===== config.mk =====
export PLATFORM = sky130hd
export DESIGN_NAME = dft_div
export DESIGN_NICKNAME = d
export VERILOG_FILES = /design/src/sv/dft_div.sv
export SDC_FILE = /design/constraint.sdc
export NUM_CORES = 1
export LEC_CHECK = 0
export BUFFER_PORTS_ARGS = -buffer_cell sky130_fd_sc_hd__buf_2
export CAP_MARGIN = 5
export CORE_MARGIN = 1.5
export CORE_UTILIZATION = 57
export CTS_CLUSTER_DIAMETER = 150
export CTS_CLUSTER_SIZE = 14
export DETAILED_ROUTE_END_ITERATION = 10
export PLACE_DENSITY_LB_ADDON = 0.2
export REMOVE_ABC_BUFFERS = 1
export SYNTH_ARGS = -nofsm -noshare
export SYNTH_HDL_FRONTEND = slang
export SYNTH_SLANG_ARGS = --single-unit

===== constraint.sdc =====
create_clock -name clk_i -period 8.5 [get_ports clk_i]
set_input_delay 1.7 -clock clk_i [delete_from_list [all_inputs] [get_ports clk_i]]
set_output_delay 1.7 -clock clk_i [all_outputs]
set_load 0.1 [all_outputs]

===== src/sv/dft_div.sv =====
// Iterative 32-bit unsigned divider, one quotient bit per cycle.
// No dependencies.
module dft_div (
  input  logic        clk_i,
  input  logic        rst_ni,
  input  logic        go_i,
  input  logic [31:0] num_i,
  input  logic [31:0] den_i,
  output logic        done_o,
  output logic [31:0] quo_o
);
  logic [5:0]  cnt_q, cnt_d;
  logic [31:0] rem_q, rem_d, quo_q, quo_d, den_q, den_d;
  logic        busy_q, busy_d, done_d;
  logic [32:0] trial;

  always_comb begin
    cnt_d = cnt_q; rem_d = rem_q; quo_d = quo_q; den_d = den_q;
    busy_d = busy_q; done_d = 1'b0;
    trial = {rem_q, quo_q[31]} - {1'b0, den_q};
    if (go_i) begin
      busy_d = 1'b1; cnt_d = 6'd0; rem_d = '0; quo_d = num_i; den_d = den_i;
    end else if (busy_q) begin
      if (!trial[32]) begin
        rem_d = trial[31:0];
        quo_d = {quo_q[30:0], 1'b1};
      end else begin
        rem_d = {rem_q[30:0], quo_q[31]};
        quo_d = {quo_q[30:0], 1'b0};
      end
      cnt_d = cnt_q + 6'd1;
      if (cnt_q == 6'd31) begin
        busy_d = 1'b0; done_d = 1'b1;
      end
    end
  end

  always_ff @(posedge clk_i or negedge rst_ni) begin
    if (!rst_ni) begin
      busy_q <= 1'b0; cnt_q <= '0; done_o <= 1'b0;
    end else begin
      busy_q <= busy_d; cnt_q <= cnt_d; done_o <= done_d;
    end
  end

  always_ff @(posedge clk_i) begin
    rem_q <= rem_d; quo_q <= quo_d; den_q <= den_d;
  end

  assign quo_o = quo_q;
endmodule


Word-level counts from Yosys, hierarchy flattened --
Index checks and enable logic that the tools add are counted.
Storage, ports and cells: flip-flop bits (word level) 104
Cells by class: $add $sub $neg 2, eq/ne operators 1, mux-type cells 12, reductions and logical operators 1
Operator list (number):
- $mux 32 | 3
- $sub 33x32->33 | 1
- $mux 6 | 2
- $mux 1 | 7
- $add 6x1->6 const B | 1
- $eq 6x5->1 const B | 1
- $reduce_bool 2->1 | 1

Depth between registers and ports, before layout --
depth in word-level cells 4, mapped depth 13, gate-level depth less buffers 12

Worst setup path after synthesis --
Ideal clock, no wire load.
kind reg-to-reg, from register quo_q[31], in the netlist quo_o[31], to register rem_q[0], library setup time 0.086 ns, arrival time 3.449 ns, data required time 8.414 ns, path slack 4.965 ns, cell stages (with the launch flop) 13, path buffers 0, period minus slack after synthesis 3.535 ns, cells stage by stage edfxtp_1 -> inv_1 -> ha_1 -> fa_1 -> nor2b_1 -> o31ai_1 -> a21o_1 -> nand3_2 -> and4_4 -> a31oi_4 -> xnor2_4 -> mux2_2 -> a211oi_1
On the way: longest elaborated chain between the ends 2
Ends and longest elaborated chain:
- start, declared | RTL line 13 | logic [31:0] rem_q, rem_d, quo_q, quo_d, den_q, den_d;
- start signal, assigned | RTL line 47 | rem_q <= rem_d; quo_q <= quo_d; den_q <= den_d;
- $sub 33x32->33 | RTL line 20 | trial = {rem_q, quo_q[31]} - {1'b0, den_q};
- $mux 32 (*) | RTL line 24 | if (!trial[32]) begin
- end signal, assigned | RTL line 47
- end, declared | RTL line 13
Every way passes the cells marked *; elsewhere a longest branch is shown, timed or not. A chain may end at the register's enable or synchronous reset.

Worst setup path after layout --
Same ends and word-level chain as after synthesis.

==> impl_metrics.csv <==
group,metric,value,unit
synth,netlist_area,5850,um^2
floorplanning,row_count,36,
timing,fin_crit_sh,40.7,%
global_route,grtUsageTotal,21.9,%
synth,synth_edf_count,64,
cts,clock_path_buffers,2,
cts,clock-root-buffer,"clkbuf_8",
synth,avgSynthCellArea,10.9,um^2
layout,fin_area,6630,um^2
floorplanning,dieArea,10900,um^2
layout,diodes,0,
worst_setup_path,crit_type,"reg2reg",
timing,whs,0.511,ns
timing,final.setup.tns,0,ns
placed_design,placedCellCount,749,
placed_design,routabilityCongestion,0.896,
cts,cts_setup_buffers,0,
cts,clkSinkCount,104,
power,p_sw_share,41.0,%
synth,ys_seq_elements,104,
power,p_int,1.13,mW
layout,drive_gt1_share,25.5,%
cts,clk_pin_slew_worst_paths,0.10,ns
global_route,grt_pass1_wl,19400,um
floorplanning,initial_core_util,59.3,%
detailed_routing,viasPerCell,5.59,
power,switchingPower,0.784,mW
floorplanning,fp.dieH,104,um
timing,worstMarginPinSlew,1.19,ns
timing,hold_viol_final,0,
synth,ys_seq_area_share,47.2,%
placed_design,port_buffers,99,
floorplanning,die_x,104,um
worst_setup_path,arrival,3.76,ns
worst_setup_path,worstSetupEndpointType,"flop",
layout,postLayoutCoreUtil,67.2,%
power,pwr-share-seq,36.5,%
floorplanning,num_io_pins,100,
synth,synth_cells,536,
global_route,overflow,0,
timing,slew_viol_final,0,
worst_setup_path,critPathMaxFanout,37,
timing,post-route-min-period,3.46,ns
detailed_routing,route.detailed.drc,0,
layout,stdcell_count,765,
synth,synthFlopType,"edfxtp_1",
global_route,grt_max_degree,73,
placed_design,post_dp_cell_area,6430,um^2
synth,yosys-top-cells-area,"edfxtp_1 (33%), dfxtp_1 (11%), ha_1 (7.1%)",
worst_setup_path,crit_required,8.80,ns
detailed_routing,dr.first_iter.drc_count,133,
global_route,grt_pass1_vias,4288,
timing,fmax,289,MHz
power,power_leakage,2.92,nW
detailed_routing,wire_per_inst,14.7,um
placed_design,dp_slack,4.89,ns
layout,nets,728,
floorplanning,core,9860,um^2
cts,clk-insertion-delay-late,0.39,ns
outcome,outcome,"complete, no violations",
synth,yosys_warnings,0,
worst_setup_path,worst_setup_path_start_kind,"flop",
cts,htreeDepth,3,
power,vdd_ir_drop_max,0.208,mV
timing,clock_skew,0.0202,ns
cts,cts-resized-gates,0,
synth,synth_top_area_share,32.9,%
timing,setup_viol_count_final,0,
synth,ys_types,58,
cts,cts_tree,"yes",
cts,cts_buffers,9,
cts,cts-hold-fix-buffers,0,
layout,syn2layout_area_growth,13.3,%
job,maxCapViolCount,0,
power,p_total,1.91,mW
timing,rsz0062_at_grt,"false",
detailed_routing,vias,4276,
power,p_comb_share,47.3,%
detailed_routing,final_antenna_net_count,0,
timing,slew_headroom,20.6,%
timing,setup_ws,5.04,ns
worst_hold_path,hp-class,"reg2reg",
layout,nFillCells,778,
detailed_routing,firstDrtPassIters,4,
power,power_density,288,nW/um^2
synth,synthArstFlopShare,7.69,%
placed_design,dp_hpwl,7910,um
detailed_routing,wirelength,11300,um
power,power_frac_clock,16.2,%
global_route,antenna_found_initial,0,
synth,post-synth-top-area-cell,"edfxtp_1",
cells by family after synthesis:
kind of cell             after synthesis  share of synthesized area [%]
flip-flops                           104                           47.2
buffers and inverters                 62                           4.36
AND/OR/NAND/NOR                      128                           10.8
AO/OA/AOI/OAI                        116                           14.2
multiplexers                          60                           11.0
adder cells (fa/ha/maj)               34                           7.40
XOR/XNOR                              32                           5.11
flip-flops by register name (all words and copies together) (netlist names):
register and flops:
den_q 32, done_o 1, quo_o 32, rem_q 32
busy_q 1, cnt_q 6
power by group through the flow:
stage | clock (mW) | sequential (mW) | combinational, mW
2_1_floorplan | 0 | 0.826 | 0.607
3_3_place_gp | 0 | 0.705 | 0.880
3_5_place_dp | 0 | 0.708 | 0.894
4_1_cts | 0.320 | 0.698 | 0.903
5_1_grt | 0.336 | 0.711 | 0.992
6_report | 0.309 | 0.697 | 0.904
Yosys cell counts, types with 16 or more instances:
master,number
xnor2_1,17
a211oi_1,27
a21oi_1,20
nor2_1,49
inv_1,40
mux2i_1,28
nand2_1,29
edfxtp_1,64
ha_1,33
mux2_2,32
clkbuf_1,16
dfxtp_1,32
critical path, cell delays in order, from the launching register on:
cell      delay [ns]
edfxtp_1        0.35
inv_1           0.06
ha_1            0.22
fa_1            0.42
nor2b_1         0.22
o31ai_1         0.14
a21o_1          0.20
nand3_2         0.10
and4_4          0.26
a31oi_4         0.11
xnor2_4         0.13
buf_4           0.48
mux2_2          0.41
a211oi_1        0.24
area by class of cell:
| type | instances | area (um^2) | share of cell area [%] |
|---|---|---|---|
| inverters | 40 | 150 | 2.27 |
| multi-input cells | 370 | 2830 | 42.7 |
| clock buffers | 11 | 151 | 2.28 |
| clock inverters | 5 | 43.8 | 0.661 |
| repair buffers | 102 | 520 | 7.85 |
| well taps | 133 | 166 | 2.51 |
| flip-flops and latches | 104 | 2760 | 41.7 |
per-layer routing:
layer	global-route usage, %	vias to the layer above	part of all wire (%)
met2	35.4	124	47
met4	7.34	0	1.5
met5	0	-	0
li1	-	2146	-
met1	27.7	1989	45
met3	7.02	17	6.8
layout by cell type, fill, tap and decap left out, types with 5 or more instances in the layout:
cell type and count:
and3_1 5, mux2i_1 28, buf_2 98, xor2_1 14, dfrtp_1 7, nand3_1 5
nand2_1 29, dfxtp_1 32, edfxtp_1 64, a31oi_1 6, a211oi_1 27, and2_1 8
mux2_2 32, inv_1 40, a21oi_1 20, a21o_1 14, nor2_1 49, clkbuf_8 11
xnor2_1 17, ha_1 33, o21ai_0 11
worst paths after layout:
| kind | from | endpoint | slack (ns) | depth (start not counted) |
|---|---|---|---|---|
| min | rem_q[14] | rem_q[14] | 0.51 | 2 |
| min in group asynchronous | rst_ni | cnt_q[5] | 1.14 | 1 |
| max | quo_o[31] | rem_q[0] | 5.04 | 13 |
| max in group asynchronous | rst_ni | busy_q | 7.18 | 1 |
| min reg2reg | rem_q[14] | rem_q[14] | 0.51 | 2 |
| max reg2reg | quo_o[31] | rem_q[0] | 5.04 | 13 |
(Power assumes the default switching activity.)
