[src/sv/dft_ram.sv]
// Generic single-port-write, single-read RAM with registered read data.
// No dependencies.
module dft_ram #(
  parameter int unsigned Width = 8,
  parameter int unsigned Depth = 16
) (
  input  logic                     clk_i,
  input  logic                     we_i,
  input  logic [$clog2(Depth)-1:0] waddr_i,
  input  logic [Width-1:0]         wdata_i,
  input  logic [$clog2(Depth)-1:0] raddr_i,
  output logic [Width-1:0]         rdata_o
);
  logic [Width-1:0] mem_q [Depth];

  always_ff @(posedge clk_i) begin
    if (we_i) mem_q[waddr_i] <= wdata_i;
    rdata_o <= mem_q[raddr_i];
  end
endmodule

[config.mk]
export PLATFORM = sky130hd
export DESIGN_NAME = dft_ram
export DESIGN_NICKNAME = d
export VERILOG_FILES = /design/src/sv/dft_ram.sv
export SDC_FILE = /design/constraint.sdc
export NUM_CORES = 1
export LEC_CHECK = 0
export ABC_CLOCK_PERIOD_IN_PS = 2100
export BUFFER_PORTS_ARGS = -buffer_cell sky130_fd_sc_hd__buf_2
export CAP_MARGIN = 20
export CORE_AREA = 2 2 110 112
export CTS_BUF_LIST = sky130_fd_sc_hd__clkbuf_2 sky130_fd_sc_hd__clkbuf_4 sky130_fd_sc_hd__clkbuf_8
export CTS_CLUSTER_DIAMETER = 120
export DETAILED_ROUTE_END_ITERATION = 10
export DIE_AREA = 0 0 112 114
export GPL_TIMING_DRIVEN = 1
export HOLD_SLACK_MARGIN = 0.02
export MAX_ROUTING_LAYER = met4
export PLACE_DENSITY_LB_ADDON = 0.1
export REMOVE_ABC_BUFFERS = 1
export SLEW_MARGIN = 10
export SYNTH_ARGS = -nofsm -noshare
export SYNTH_HDL_FRONTEND = slang
export SYNTH_SLANG_ARGS = --single-unit
[constraint.sdc]
create_clock -name clk_i -period 2.1 [get_ports clk_i]
set_input_delay 0.42 -clock clk_i [delete_from_list [all_inputs] [get_ports clk_i]]
set_output_delay 0.42 -clock clk_i [all_outputs]
set_load 0.05 [all_outputs]
# After elaboration in Yosys (flattened, before gate mapping)
# Memories as Yosys holds them, arrays and structs flattened. A register that Yosys moved wholly into a read port is not among the register bits.
# Index checks and enable logic that the tools add are counted.
[word_totals] memories=1 reg_bits=0 ramBits=128 out_inout_bits=8 in_bits=18
[op_classes] mux=2
[mem_list] name="mem_q" depth=16 word_bits=8 rd=1 rd_clocked_by_memory_dff=1 write_ports=1 line_no="14" rtl="logic [Width-1:0] mem_q [Depth];"
[op_table] operator="$mux 1" n=2

# Logic depth before layout (Yosys ltp)
# Gate-level depths: netlist of run 1.
[depth] word_depth=2 mapped_depth=5 mapped_depth_nobuf=3

# Worst setup path after synthesis of run 1
# Ideal clock, no wire load.
[synth_timing] path_kind="in2reg" start="input port waddr_i[2]" end="memory mem_q[0][0], enable pin" setup_time_ps=383 path_stages=2 arrival_time_ps=1530 path_buffers=0 t_required_ps=1717 slack_ps=187 path_cell_list="or3b_2 nor3_1"
[synth_lines] item="from (decl)" line_no="9" rtl="input logic [$clog2(Depth)-1:0] waddr_i,"
[synth_lines] item="to (decl)" line_no="14"
# Straight into the memory's write port.

# Worst setup path after layout of run 1
[layout_timing] start="register rdata_o[4] (read register of mem_q)" end="output port rdata_o[4]"
[layout_lines] item="from (decl)" line_no="12" rtl="output logic [Width-1:0] rdata_o"
# No word-level cell between the ends.

==> results of run 1 <==
## stage by stage
step	instance area (um^2)	hold slack, ns	power, mW	setup slack [ns]	cells
4_1_cts	6020	0.351	5.73	0.557	446
2_1_floorplan	5060	0.519	3.29	0.187	219
3_5_place_dp	5580	0.663	3.47	0.233	414
5_1_grt	6020	0.367	5.88	0.530	447
3_3_place_gp	5580	0.653	3.46	0.214	414
6_report	6020	0.380	5.67	0.580	447
## flip-flops by register name, indices dropped and copies added, names as in the netlist
register  flops
mem_q       128
rdata_o       8
## area by class of cell
cell class / count / area, um^2 / share of cell area
antenna: 1 / 2.50 / 0.000416
clock buffer: 17 / 234 / 0.0389
clock inverter: 15 / 201 / 0.0335
multi-input combinational: 83 / 1060 / 0.176
sequential: 136 / 4000 / 0.665
tap: 147 / 184 / 0.0306
timing repair buffer: 48 / 335 / 0.0557
## cell families after synthesis
| logic type | share of synthesized area |
|---|---|
| buf+inv | 0.0168 |
| mux | 0.150 |
| compound gates | 0.0233 |
| simple gates | 0.0318 |
| flops | 0.778 |
## placed cells by master (no fill, tap or decap)
cell        count
buf_2          25
clkbuf_8       17
edfxtp_1      128
and2_1          1
clkinv_4        4
inv_6           1
buf_4          20
bufinv_16       4
clkinv_2        3
nand3b_1        2
diode_2         1
and2b_1         1
mux4_2         18
nand2b_1        2
nand2_1         9
nor2b_1         1
dfxtp_1         8
a22oi_1        16
clkinvlp_4      3
nand3_1         1
or3b_2          1
nor3_1          4
mux4_1         14
buf_12          3
nor2_1         13
## worst max-delay path by stage
stage,start,end,slack (ns),cells after the start
6_report,rdata_o[4],rdata_o[4],0.58,1
5_1_grt,rdata_o[4],rdata_o[4],0.53,1
4_1_cts,rdata_o[4],rdata_o[4],0.56,1
3_3_place_gp,raddr_i[0],rdata_o[4],0.21,5
3_5_place_dp,raddr_i[0],rdata_o[2],0.23,5
2_1_floorplan,waddr_i[2],mem_q[0][0],0.19,2
## layer usage
| layer | global-route usage | up-vias | part of all wire |
|---|---|---|---|
| met5 | - | - | 0 |
| met4 | 0.0577 | 0 | 0 |
| met3 | 0.0510 | 0 | 0.056 |
| met2 | 0.256 | 72 | 0.48 |
| met1 | 0.232 | 1247 | 0.47 |
| li1 | - | 1086 | - |
## power breakdown
| part | total (mW) | internal [mW] | switching, mW |
|---|---|---|---|
| logic | 0.348 | 0.128 | 0.220 |
| registers | 3.05 | 3.03 | 0.0204 |
| clock network | 2.27 | 1.30 | 0.974 |
==> impl_table.tex, run 1 <==
\begin{tabular}{lr}
\hline
Metric & Value \\
\hline
\multicolumn{2}{l}{\textbf{STA}} \\
Max frequency & 0.658 GHz \\
Worst Max-Slew Pin Slew & 0.424 ns \\
Worst Skew & 0.0108 ns \\
Final Hold Fails & 0 \\
Final count of pins violating max slew & 0 \\
Worst slew margin & 0.718 \\
Final period util & 0.724 \\
Summed negative setup slack over all endpoints & 0 ns \\
Setup repair after global routing missed its margin & no \\
Final Critical Period & 1.52 ns \\
Final setup violation count & 0 \\
\multicolumn{2}{l}{\textbf{Synth}} \\
Mean instance size in the synthesized netlist & 22.5 um\^{}2 \\
Sequential element share of the synthesized area & 0.778 \\
Number of synthesized flops with an enable pin & 128 \\
Unique masters post-synth & 19 \\
Cell with the most instances after synthesis & edfxtp\_1 \\
Count of state elements after synthesis & 136 \\
Largest cells by area after synthesis & edfxtp\_1, mux4\_2, mux4\_1, dfxtp\_1, a22oi\_1 \\
Cell count after synthesis & 229 \\
Cell types with the highest counts after synthesis & edfxtp\_1, mux4\_2, a22oi\_1 \\
Synthesized area & 0.00515 mm\^{}2 \\
Synthesis Warnings & 0 \\
Post-synth top area cell & edfxtp\_1 \\
Most used DFF post-synth & edfxtp\_1 \\
Share of synthesized flip-flops with an asynchronous set or reset & 0 \\
Area share of the largest cell type after synthesis & 0.747 \\
\multicolumn{2}{l}{\textbf{Hold path}} \\
Worst-case hold path end point & mem\_q[7][0] \\
Hold Crit Class & input pin to flop \\
Hold Path Cell Cnt & 1 \\
Worst min-delay path startpoint & wdata\_i[0] \\
\multicolumn{2}{l}{\textbf{Critical path}} \\
Beginning of the worst register-to-register path & mem\_q[9][2] \\
Slowest cell on the critical path & dfxtp\_1 \\
Cell family with the largest share of critical-path delay & flip-flops \\
CP required & 1.68 ns \\
Crit-path cells & buf\_2 \\
Minimum setup slack among reg-to-reg paths & 0.72 ns \\
Crit path kind & flop to output pin \\
End of the worst register-to-register path & rdata\_o[2] \\
CP endpoint kind & output pin \\
Depth of the most critical reg-to-reg path & 3 \\
Critical path fanouts, max & 2 \\
Peak per-stage delay on the critical path & 0.40 ns \\
Worst Path Buf+Inv & 1 \\
Data arrival time of the critical path & 1.10 ns \\
Crit path launch type & flop \\
\multicolumn{2}{l}{\textbf{Floorplanning}} \\
Overall die area & 0.0128 mm\^{}2 \\
Core Area & 0.0117 mm\^{}2 \\
Effective utilization at floorplan & 0.440 \\
Row count & 40 \\
Number of top-level pins & 26 \\
Die W & 112 um \\
Die H & 114 um \\
\multicolumn{2}{l}{\textbf{CTS}} \\
Number of buffers inserted for hold repair after clock tree synthesis & 0 \\
Buffers from clock root to sink, at most & 2 \\
Root buffer cell & clkbuf\_8 \\
Clock-pin slew on the worst setup and hold paths & 0.07 ns \\
Worst-skew pair later-pin latency & 0.42 ns \\
Number of H-tree levels & 4 \\
Clock tree from TritonCTS & done \\
Total number of clock tree sinks & 136 \\
Quantity of gates resized following cts & 0 \\
\# Post-CTS Setup Buffers & 0 \\
Number of clock buffers inserted by TritonCTS & 17 \\
\multicolumn{2}{l}{\textbf{Placement}} \\
Detailed placement HPWL & 6.48 mm \\
IO buf count & 25 \\
GP Congestion & 0.748 \\
\multicolumn{2}{l}{\textbf{Global routing}} \\
Antenna violations before repair & 1 \\
Maximum number of pins on one net before global-route repair & 33 \\
Global-route wire length before repair & 15.3 mm \\
Via count of the first global-routing pass & 2538 \\
Total congestion overflow after global routing & 0 \\
Aggregate global-route resource usage & 0.172 \\
\multicolumn{2}{l}{\textbf{Finish}} \\
Utilization after layout & 0.514 \\
Area added between synthesis and finish & 16.9\% \\
Share of post-route cells with drive strength above 1 & 0.331 \\
Number of nets in the layout & 304 \\
Final-layout fill cell count & 942 \\
\multicolumn{2}{l}{\textbf{Flow run}} \\
Max-cap violations & 0 \\
\multicolumn{2}{l}{\textbf{Pwr}} \\
Leakage & 2.04 nW \\
Cell area power density & 942 mW/mm\^{}2 \\
Worst supply voltage drop on vdd & 0.395 mV \\
\multicolumn{2}{l}{\textbf{Routing}} \\
Count of vias placed by the detailed router & 2405 \\
Vias per inst & 5.38 \\
Routed length per placed instance & 21.8 um \\
Post-route antenna net violation count & 0 \\
Initial DRC count & 127 \\
Wirelength, routed & 9.76 mm \\
Final routed DRC violation total & 0 \\
Total iterations of the first detailed-routing run & 4 \\
\multicolumn{2}{l}{\textbf{Run status}} \\
Run status & finished clean \\
\hline
\end{tabular}
Power figures use the tool's default switching activity.
==> inputs of run 2 (changes only) <==
Settings changed: ABC_CLOCK_PERIOD_IN_PS 2100 to 1400.
Clock period 2.1 ns to 1.4 ns, I/O delays scaled along.
==> impl_table.tex, run 2 (synthesized netlist as in run 1, its figures left out) <==
\begin{tabular}{lr}
\hline
Metric & Value \\
\hline
\multicolumn{2}{l}{\textbf{Floorplanning}} \\
Core Area & 0.0117 mm\^{}2 (unchanged) \\
Number of top-level pins & 26 (unchanged) \\
Die W & 112 um (unchanged) \\
Row count & 40 (unchanged) \\
Die H & 114 um (unchanged) \\
Effective utilization at floorplan & 0.440 (unchanged) \\
Overall die area & 0.0128 mm\^{}2 (unchanged) \\
\multicolumn{2}{l}{\textbf{Global routing}} \\
Global-route wire length before repair & 14.7 mm (-3.6\%) \\
Antenna violations before repair & 0 (-1) \\
Aggregate global-route resource usage & 0.169 (-0.00361) \\
Total congestion overflow after global routing & 0 (unchanged) \\
Via count of the first global-routing pass & 2465 (-2.9\%) \\
Maximum number of pins on one net before global-route repair & 20 (-39\%) \\
\multicolumn{2}{l}{\textbf{Placement}} \\
Post-Place Worst Slack & -0.313 ns (-0.546 ns) \\
IO buf count & 25 (unchanged) \\
GP Congestion & 0.768 (+2.7\%) \\
Detailed placement HPWL & 6.56 mm (+1.2\%) \\
\multicolumn{2}{l}{\textbf{CTS}} \\
Number of clock buffers inserted by TritonCTS & 17 (unchanged) \\
Total number of clock tree sinks & 136 (unchanged) \\
\# Post-CTS Setup Buffers & 0 (unchanged) \\
Root buffer cell & clkbuf\_8 \\
Buffers from clock root to sink, at most & 2 (unchanged) \\
Number of buffers inserted for hold repair after clock tree synthesis & 0 (unchanged) \\
Worst-skew pair later-pin latency & 0.43 ns (about the same) \\
Clock-pin slew on the worst setup and hold paths & 0.08 ns (about the same) \\
Number of H-tree levels & 4 (unchanged) \\
Clock tree from TritonCTS & done \\
Quantity of gates resized following cts & 0 (unchanged) \\
\multicolumn{2}{l}{\textbf{STA}} \\
Worst slew margin & 0.504 (-0.213) \\
Final Critical Period & 1.36 ns \\
Final setup violation count & 0 (unchanged) \\
Max frequency & 0.736 GHz \\
Worst Skew & 0.00853 ns (-0.00222 ns) \\
Final period util & 0.970 \\
Setup repair after global routing missed its margin & no \\
Final Hold Fails & 0 (unchanged) \\
Final setup slack of the worst path & 0.0415 ns (-0.538 ns) \\
Worst Max-Slew Pin Slew & 0.742 ns (+0.318 ns) \\
Final count of pins violating max slew & 0 (unchanged) \\
\multicolumn{2}{l}{\textbf{Critical path}} \\
CP endpoint kind & flop \\
Crit path launch type & flop \\
Peak per-stage delay on the critical path & 0.49 ns (+0.09 ns) \\
Crit-path cells & mux4\_2 -> a22oi\_1 -> buf\_4 -> nand2\_1 \\
Depth of the most critical reg-to-reg path & 4 (+1) \\
Capture point of the critical path & rdata\_o[6] \\
Beginning of the worst register-to-register path & mem\_q[3][6] \\
Crit path kind & flop to flop \\
Slowest cell on the critical path & mux4\_2 \\
Crit path from & mem\_q[3][6] \\
Data arrival time of the critical path & 1.68 ns (+0.58 ns) \\
CP required & 1.73 ns (+0.05 ns) \\
Minimum setup slack among reg-to-reg paths & 0.04 ns (-0.68 ns) \\
End of the worst register-to-register path & rdata\_o[6] \\
Critical path fanouts, max & 1 (-1) \\
\multicolumn{2}{l}{\textbf{Flow run}} \\
Max-cap violations & 0 (unchanged) \\
\multicolumn{2}{l}{\textbf{Routing}} \\
Wirelength, routed & 9.74 mm (-0.27\%) \\
Post-route antenna net violation count & 0 (unchanged) \\
Vias per inst & 5.35 (-0.64\%) \\
Initial DRC count & 148 (+17\%) \\
Routed length per placed instance & 21.2 um (-3.1\%) \\
Count of vias placed by the detailed router & 2459 (+2.2\%) \\
Total iterations of the first detailed-routing run & 6 (+2) \\
Final routed DRC violation total & 0 (unchanged) \\
\multicolumn{2}{l}{\textbf{Finish}} \\
Registers with the most flip-flops & mem\_q (128), rdata\_o (8) \\
Register containing the most flip-flops in the final layout & mem\_q \\
Share of post-route cells with drive strength above 1 & 0.367 (+0.0363) \\
Commonest non-fill, non-tap cells in the layout & edfxtp\_1, buf\_4, buf\_2 \\
Utilization after layout & 0.526 (+0.0119) \\
Max FFs per register & 128 (unchanged) \\
Antenna diode count & 0 (-1) \\
Area added between synthesis and finish & 19.6\% \\
Most frequent standard cell in the layout excluding fill and tap cells & edfxtp\_1 \\
Number of nets in the layout & 318 (+4.6\%) \\
Final-layout fill cell count & 945 (+0.32\%) \\
\multicolumn{2}{l}{\textbf{Pwr}} \\
Leakage & 2.13 nW (+4.3\%) \\
Worst supply voltage drop on vdd & 0.731 mV (+85\%) \\
Cell area power density & 1420 mW/mm\^{}2 (+50\%) \\
\multicolumn{2}{l}{\textbf{Run status}} \\
Run status & finished clean \\
\multicolumn{2}{l}{\textbf{Hold path}} \\
Hold Crit Class & input pin to flop \\
\hline
\end{tabular}
==> run 2: changes by cell type in the layout (fill, tap and decap cells not counted), sizes merged <==
cell      delta
diode        -1
clkinv       -1
clkinvlp     -1
inv          -1
buf         +14
clkbuf       +2
bufinv       +1
==> run 2: worst max-delay path: cells and delay by family, from the launching register on <==
family,cells,cell delay (ns)
AO/OA/AOI/OAI,1,0.20
buffers and inverters,1,0.15
flip-flops,1,0.37
multiplexers,1,0.49
AND/OR/NAND/NOR,1,0.05
==> run 2: cell type report <==
type	instances	area, um^2	share of cell area
Clock buffer	19	255	0.0415
Clock inverter	13	203	0.0329
Multi-Input combinational cell	83	1060	0.172
Sequential cell	136	4000	0.650
Timing Repair Buffer	62	453	0.0736
Tap cell	147	184	0.0299
==> run 2: layer usage <==
layer	wire length, um	up-vias	track usage
met5	0	-	-
met4	119	0	0.0585
met3	421	9	0.0478
met2	4870	59	0.263
met1	4330	1280	0.217
li1	-	1111	-
==> run 2: worst min path at each step <==
stage | from | endpoint | slack, ns | cells after the start
2_1_floorplan | wdata_i[0] | mem_q[0][0] | 0.38 | 0
3_3_place_gp | mem_q[14][3] | rdata_o[3] | 0.64 | 3
3_5_place_dp | mem_q[15][3] | rdata_o[3] | 0.66 | 3
4_1_cts | wdata_i[3] | mem_q[4][3] | 0.21 | 1
5_1_grt | wdata_i[2] | mem_q[12][2] | 0.22 | 1
6_report | wdata_i[3] | mem_q[4][3] | 0.23 | 1
==> run 2: power breakdown <==
| part | leakage, nW | switching, mW | internal [mW] | total, mW |
|---|---|---|---|---|
| clock network | 0.229 | 1.43 | 2.18 | 3.61 |
| registers | 1.22 | 0.0233 | 4.55 | 4.57 |
| logic | 0.677 | 0.336 | 0.215 | 0.551 |
==> run 2: metrics by stage <==
stage	setup TNS (ns)	instances	hold slack [ns]	power [mW]	cell area (um^2)
floorplan	-7.31	219	0.379	4.93	5060
global placement	-7.99	428	0.643	5.21	5700
detailed placement	-9.26	428	0.655	5.22	5700
CTS	0	460	0.212	8.80	6160
global route	0	460	0.220	9.02	6160
finish	0	460	0.226	8.73	6160
==> inputs of run 3 (changes only) <==
Settings changed: ABC_AREA set to 1, CORE_AREA 2 2 110 112 to 2 2 117 119, DIE_AREA 0 0 112 114 to 0 0 119 121.
==> impl_table.tex, run 3 <==
\begin{tabular}{lr}
\hline
Metric & Value \\
\hline
\multicolumn{2}{l}{\textbf{Run status}} \\
Run status & finished clean \\
\multicolumn{2}{l}{\textbf{CTS}} \\
Worst-skew pair later-pin latency & 0.44 ns (about the same) \\
Root buffer cell & clkbuf\_8 \\
Clock-pin slew on the worst setup and hold paths & 0.07 ns (about the same) \\
Number of H-tree levels & 4 (unchanged) \\
Number of clock buffers inserted by TritonCTS & 17 (unchanged) \\
Buffers from clock root to sink, at most & 2 (unchanged) \\
\# Post-CTS Setup Buffers & 0 (unchanged) \\
Clock tree from TritonCTS & done \\
Number of buffers inserted for hold repair after clock tree synthesis & 0 (unchanged) \\
Total number of clock tree sinks & 136 (unchanged) \\
Quantity of gates resized following cts & 0 (unchanged) \\
\multicolumn{2}{l}{\textbf{Finish}} \\
Area added between synthesis and finish & 13.5\% \\
Max FFs per register & 128 (unchanged) \\
Antenna diode count & 0 (unchanged) \\
Register containing the most flip-flops in the final layout & mem\_q \\
Final-layout fill cell count & 1208 (+28\%) \\
Share of post-route cells with drive strength above 1 & 0.128 (-0.240) \\
Number of nets in the layout & 617 (+94\%) \\
Finished Layout Cells & 787 (+71\%) \\
Registers with the most flip-flops & mem\_q (128), rdata\_o (8) \\
Commonest non-fill, non-tap cells in the layout & nand2\_1, edfxtp\_1, inv\_1 \\
Seq. cell area & 0.00400 mm\^{}2 (unchanged) \\
Area of the multi-input gates & 0.00121 mm\^{}2 (+15\%) \\
Most frequent standard cell in the layout excluding fill and tap cells & nand2\_1 \\
\multicolumn{2}{l}{\textbf{Synth}} \\
Cell types with the highest counts after synthesis & nand2\_1, edfxtp\_1, inv\_1 \\
Largest cells by area after synthesis & edfxtp\_1, nand2\_1, nand3\_1, inv\_1, dfxtp\_1 \\
Sequential element share of the synthesized area & 0.694 (-0.0835) \\
Most used DFF post-synth & edfxtp\_1 \\
Cell count after synthesis & 551 (+140\%) \\
Count of state elements after synthesis & 136 (unchanged) \\
Cell with the most instances after synthesis & nand2\_1 \\
Post-synth top area cell & edfxtp\_1 \\
Unique masters post-synth & 12 (-7) \\
Synthesized area & 0.00577 mm\^{}2 (+12\%) \\
Share of synthesized flip-flops with an asynchronous set or reset & 0 (unchanged) \\
Number of synthesized flops with an enable pin & 128 (unchanged) \\
Mean instance size in the synthesized netlist & 10.5 um\^{}2 (-53\%) \\
Area share of the largest cell type after synthesis & 0.667 (-0.0802) \\
Synthesis Warnings & 0 (unchanged) \\
\multicolumn{2}{l}{\textbf{Global routing}} \\
Via count of the first global-routing pass & 3708 (+50\%) \\
Aggregate global-route resource usage & 0.208 (+0.0394) \\
Maximum number of pins on one net before global-route repair & 39 (+95\%) \\
Antenna violations before repair & 0 (unchanged) \\
Global-route wire length before repair & 20.9 mm (+42\%) \\
Total congestion overflow after global routing & 0 (unchanged) \\
\multicolumn{2}{l}{\textbf{Floorplanning}} \\
Row count & 42 (+5.0\%) \\
Effective utilization at floorplan & 0.441 (+0.00119) \\
Number of top-level pins & 26 (unchanged) \\
Core Area & 0.0131 mm\^{}2 (+12\%) \\
Die W & 119 um (+6.3\%) \\
Die H & 121 um (+6.1\%) \\
Overall die area & 0.0144 mm\^{}2 (+13\%) \\
\multicolumn{2}{l}{\textbf{Routing}} \\
Count of vias placed by the detailed router & 3817 (+55\%) \\
Post-route antenna net violation count & 0 (unchanged) \\
Vias per inst & 4.85 (-9.3\%) \\
Routed length per placed instance & 17.0 um (-20\%) \\
Final routed DRC violation total & 0 (unchanged) \\
Wirelength, routed & 13.4 mm (+38\%) \\
Initial DRC count & 304 (+110\%) \\
Total iterations of the first detailed-routing run & 4 (-2) \\
\multicolumn{2}{l}{\textbf{STA}} \\
Final setup slack of the worst path & 0.0630 ns (+0.0215 ns) \\
Final count of pins violating max slew & 0 (unchanged) \\
Setup repair after global routing missed its margin & no \\
Final Hold Fails & 0 (unchanged) \\
Summed negative setup slack over all endpoints & 0 ns (unchanged) \\
Max frequency & 0.748 GHz (+1.6\%) \\
Final setup violation count & 0 (unchanged) \\
Worst slew margin & 0.725 (+0.221) \\
Final period util & 0.955 (-0.0154) \\
Final Critical Period & 1.34 ns (-0.0215 ns) \\
Worst Max-Slew Pin Slew & 0.412 ns (-0.330 ns) \\
Worst hold slack across all endpoints & 0.226 ns (-0.000431 ns) \\
Worst Skew & 0.00780 ns (-0.000731 ns) \\
\multicolumn{2}{l}{\textbf{Hold path}} \\
Hold Path Cell Cnt & 3 (+2) \\
Worst-case hold path end point & rdata\_o[5] \\
Worst min-delay path startpoint & raddr\_i[3] \\
Hold Crit Class & input pin to flop \\
\multicolumn{2}{l}{\textbf{Pwr}} \\
Overall power consumption & 7.87 mW (-9.8\%) \\
Cell area power density & 1200 mW/mm\^{}2 (-15\%) \\
Worst supply voltage drop on vdd & 0.616 mV (-16\%) \\
Leakage & 2.85 nW (+34\%) \\
\multicolumn{2}{l}{\textbf{Critical path}} \\
CP required & 1.12 ns (-0.61 ns) \\
Crit path launch type & flop \\
Crit-path cells & buf\_2 \\
Data arrival time of the critical path & 1.06 ns (-0.62 ns) \\
Peak per-stage delay on the critical path & 0.35 ns (-0.14 ns) \\
Minimum setup slack among reg-to-reg paths & 0.39 ns (+0.35 ns) \\
Critical path fanouts, max & 1 (unchanged) \\
Slowest cell on the critical path & dfxtp\_1 \\
Beginning of the worst register-to-register path & mem\_q[7][4] \\
Cell family with the largest share of critical-path delay & flip-flops \\
End of the worst register-to-register path & rdata\_o[4] \\
Worst Path Buf+Inv & 1 (unchanged) \\
CP endpoint kind & output pin \\
Depth of the most critical reg-to-reg path & 6 (+2) \\
Crit path from & rdata\_o[7] \\
Crit path kind & flop to output pin \\
\multicolumn{2}{l}{\textbf{Placement}} \\
Cell count after placement & 756 (+77\%) \\
Detailed placement HPWL & 8.64 mm (+32\%) \\
Post-Place Worst Slack & -0.0115 ns (+0.302 ns) \\
IO buf count & 25 (unchanged) \\
GP Congestion & 0.833 (+8.4\%) \\
\multicolumn{2}{l}{\textbf{Flow run}} \\
Max-cap violations & 0 (unchanged) \\
\hline
\end{tabular}
[run 3: changes by cell type after synthesis, moves of 3 or more]
cell,previous run,this run
nor3_1,4,0
buf_2,3,13
inv_1,0,100
clkdlybuf4s25_2,3,0
nor2_1,13,17
a22oi_1,16,0
buf_4,1,4
nand3_1,1,97
nand2_1,9,173
mux4_2,18,0
mux4_1,14,0
buf_6,3,6
[run 3: layout make-up]
| cell class | instances | share of cell area |
|---|---|---|
| Timing Repair Buffer | 53 | 0.0635 |
| Multi-Input combinational cell | 289 | 0.186 |
| Clock buffer | 22 | 0.0415 |
| Sequential cell | 136 | 0.612 |
| Clock inverter | 9 | 0.00535 |
| Inverter | 102 | 0.0585 |
| Tap cell | 176 | 0.0337 |
[run 3: metal layers]
| layer | track usage | vias up | wire length, um | part of all wire |
|---|---|---|---|---|
| met2 | 0.331 | 83 | 6650 | 0.50 |
| met3 | 0.0414 | 26 | 589 | 0.044 |
| met4 | 0.0818 | 0 | 269 | 0.020 |
| li1 | - | 1865 | - | - |
| met1 | 0.265 | 1843 | 5890 | 0.44 |
| met5 | - | - | 0 | 0 |
[run 3: cell families after synthesis]
| logic type | share of synthesized area |
|---|---|
| buffers and inverters | 0.0952 |
| flip-flops | 0.694 |
| AND/OR/NAND/NOR | 0.210 |
[run 3: how the worst max path moves through the flow]
stage / to / slack [ns] / cells after the start
final: rdata_o[7] / 0.06 / 1
after global routing: rdata_o[7] / 0.02 / 1
after CTS: rdata_o[6] / 0.03 / 1
after detailed placement: rdata_o[4] / -0.01 / 7
after global placement: rdata_o[4] / -0.008 / 7
after floorplan: rdata_o[2] / 0.14 / 6
[run 3: per-stage QoR]
step | cell area, um^2 | utilization
detailed placement | 6230 | 0.476
CTS | 6540 | 0.500
global route | 6540 | 0.500
global placement | 6230 | 0.476
floorplan | 5600 | -
finish | 6540 | 0.500
[run 3: report_power, final]
group	leakage, nW	internal [mW]	switching (mW)
clock network	0.162	1.26	1.35
registers	1.22	4.55	0.0309
logic	1.46	0.197	0.489
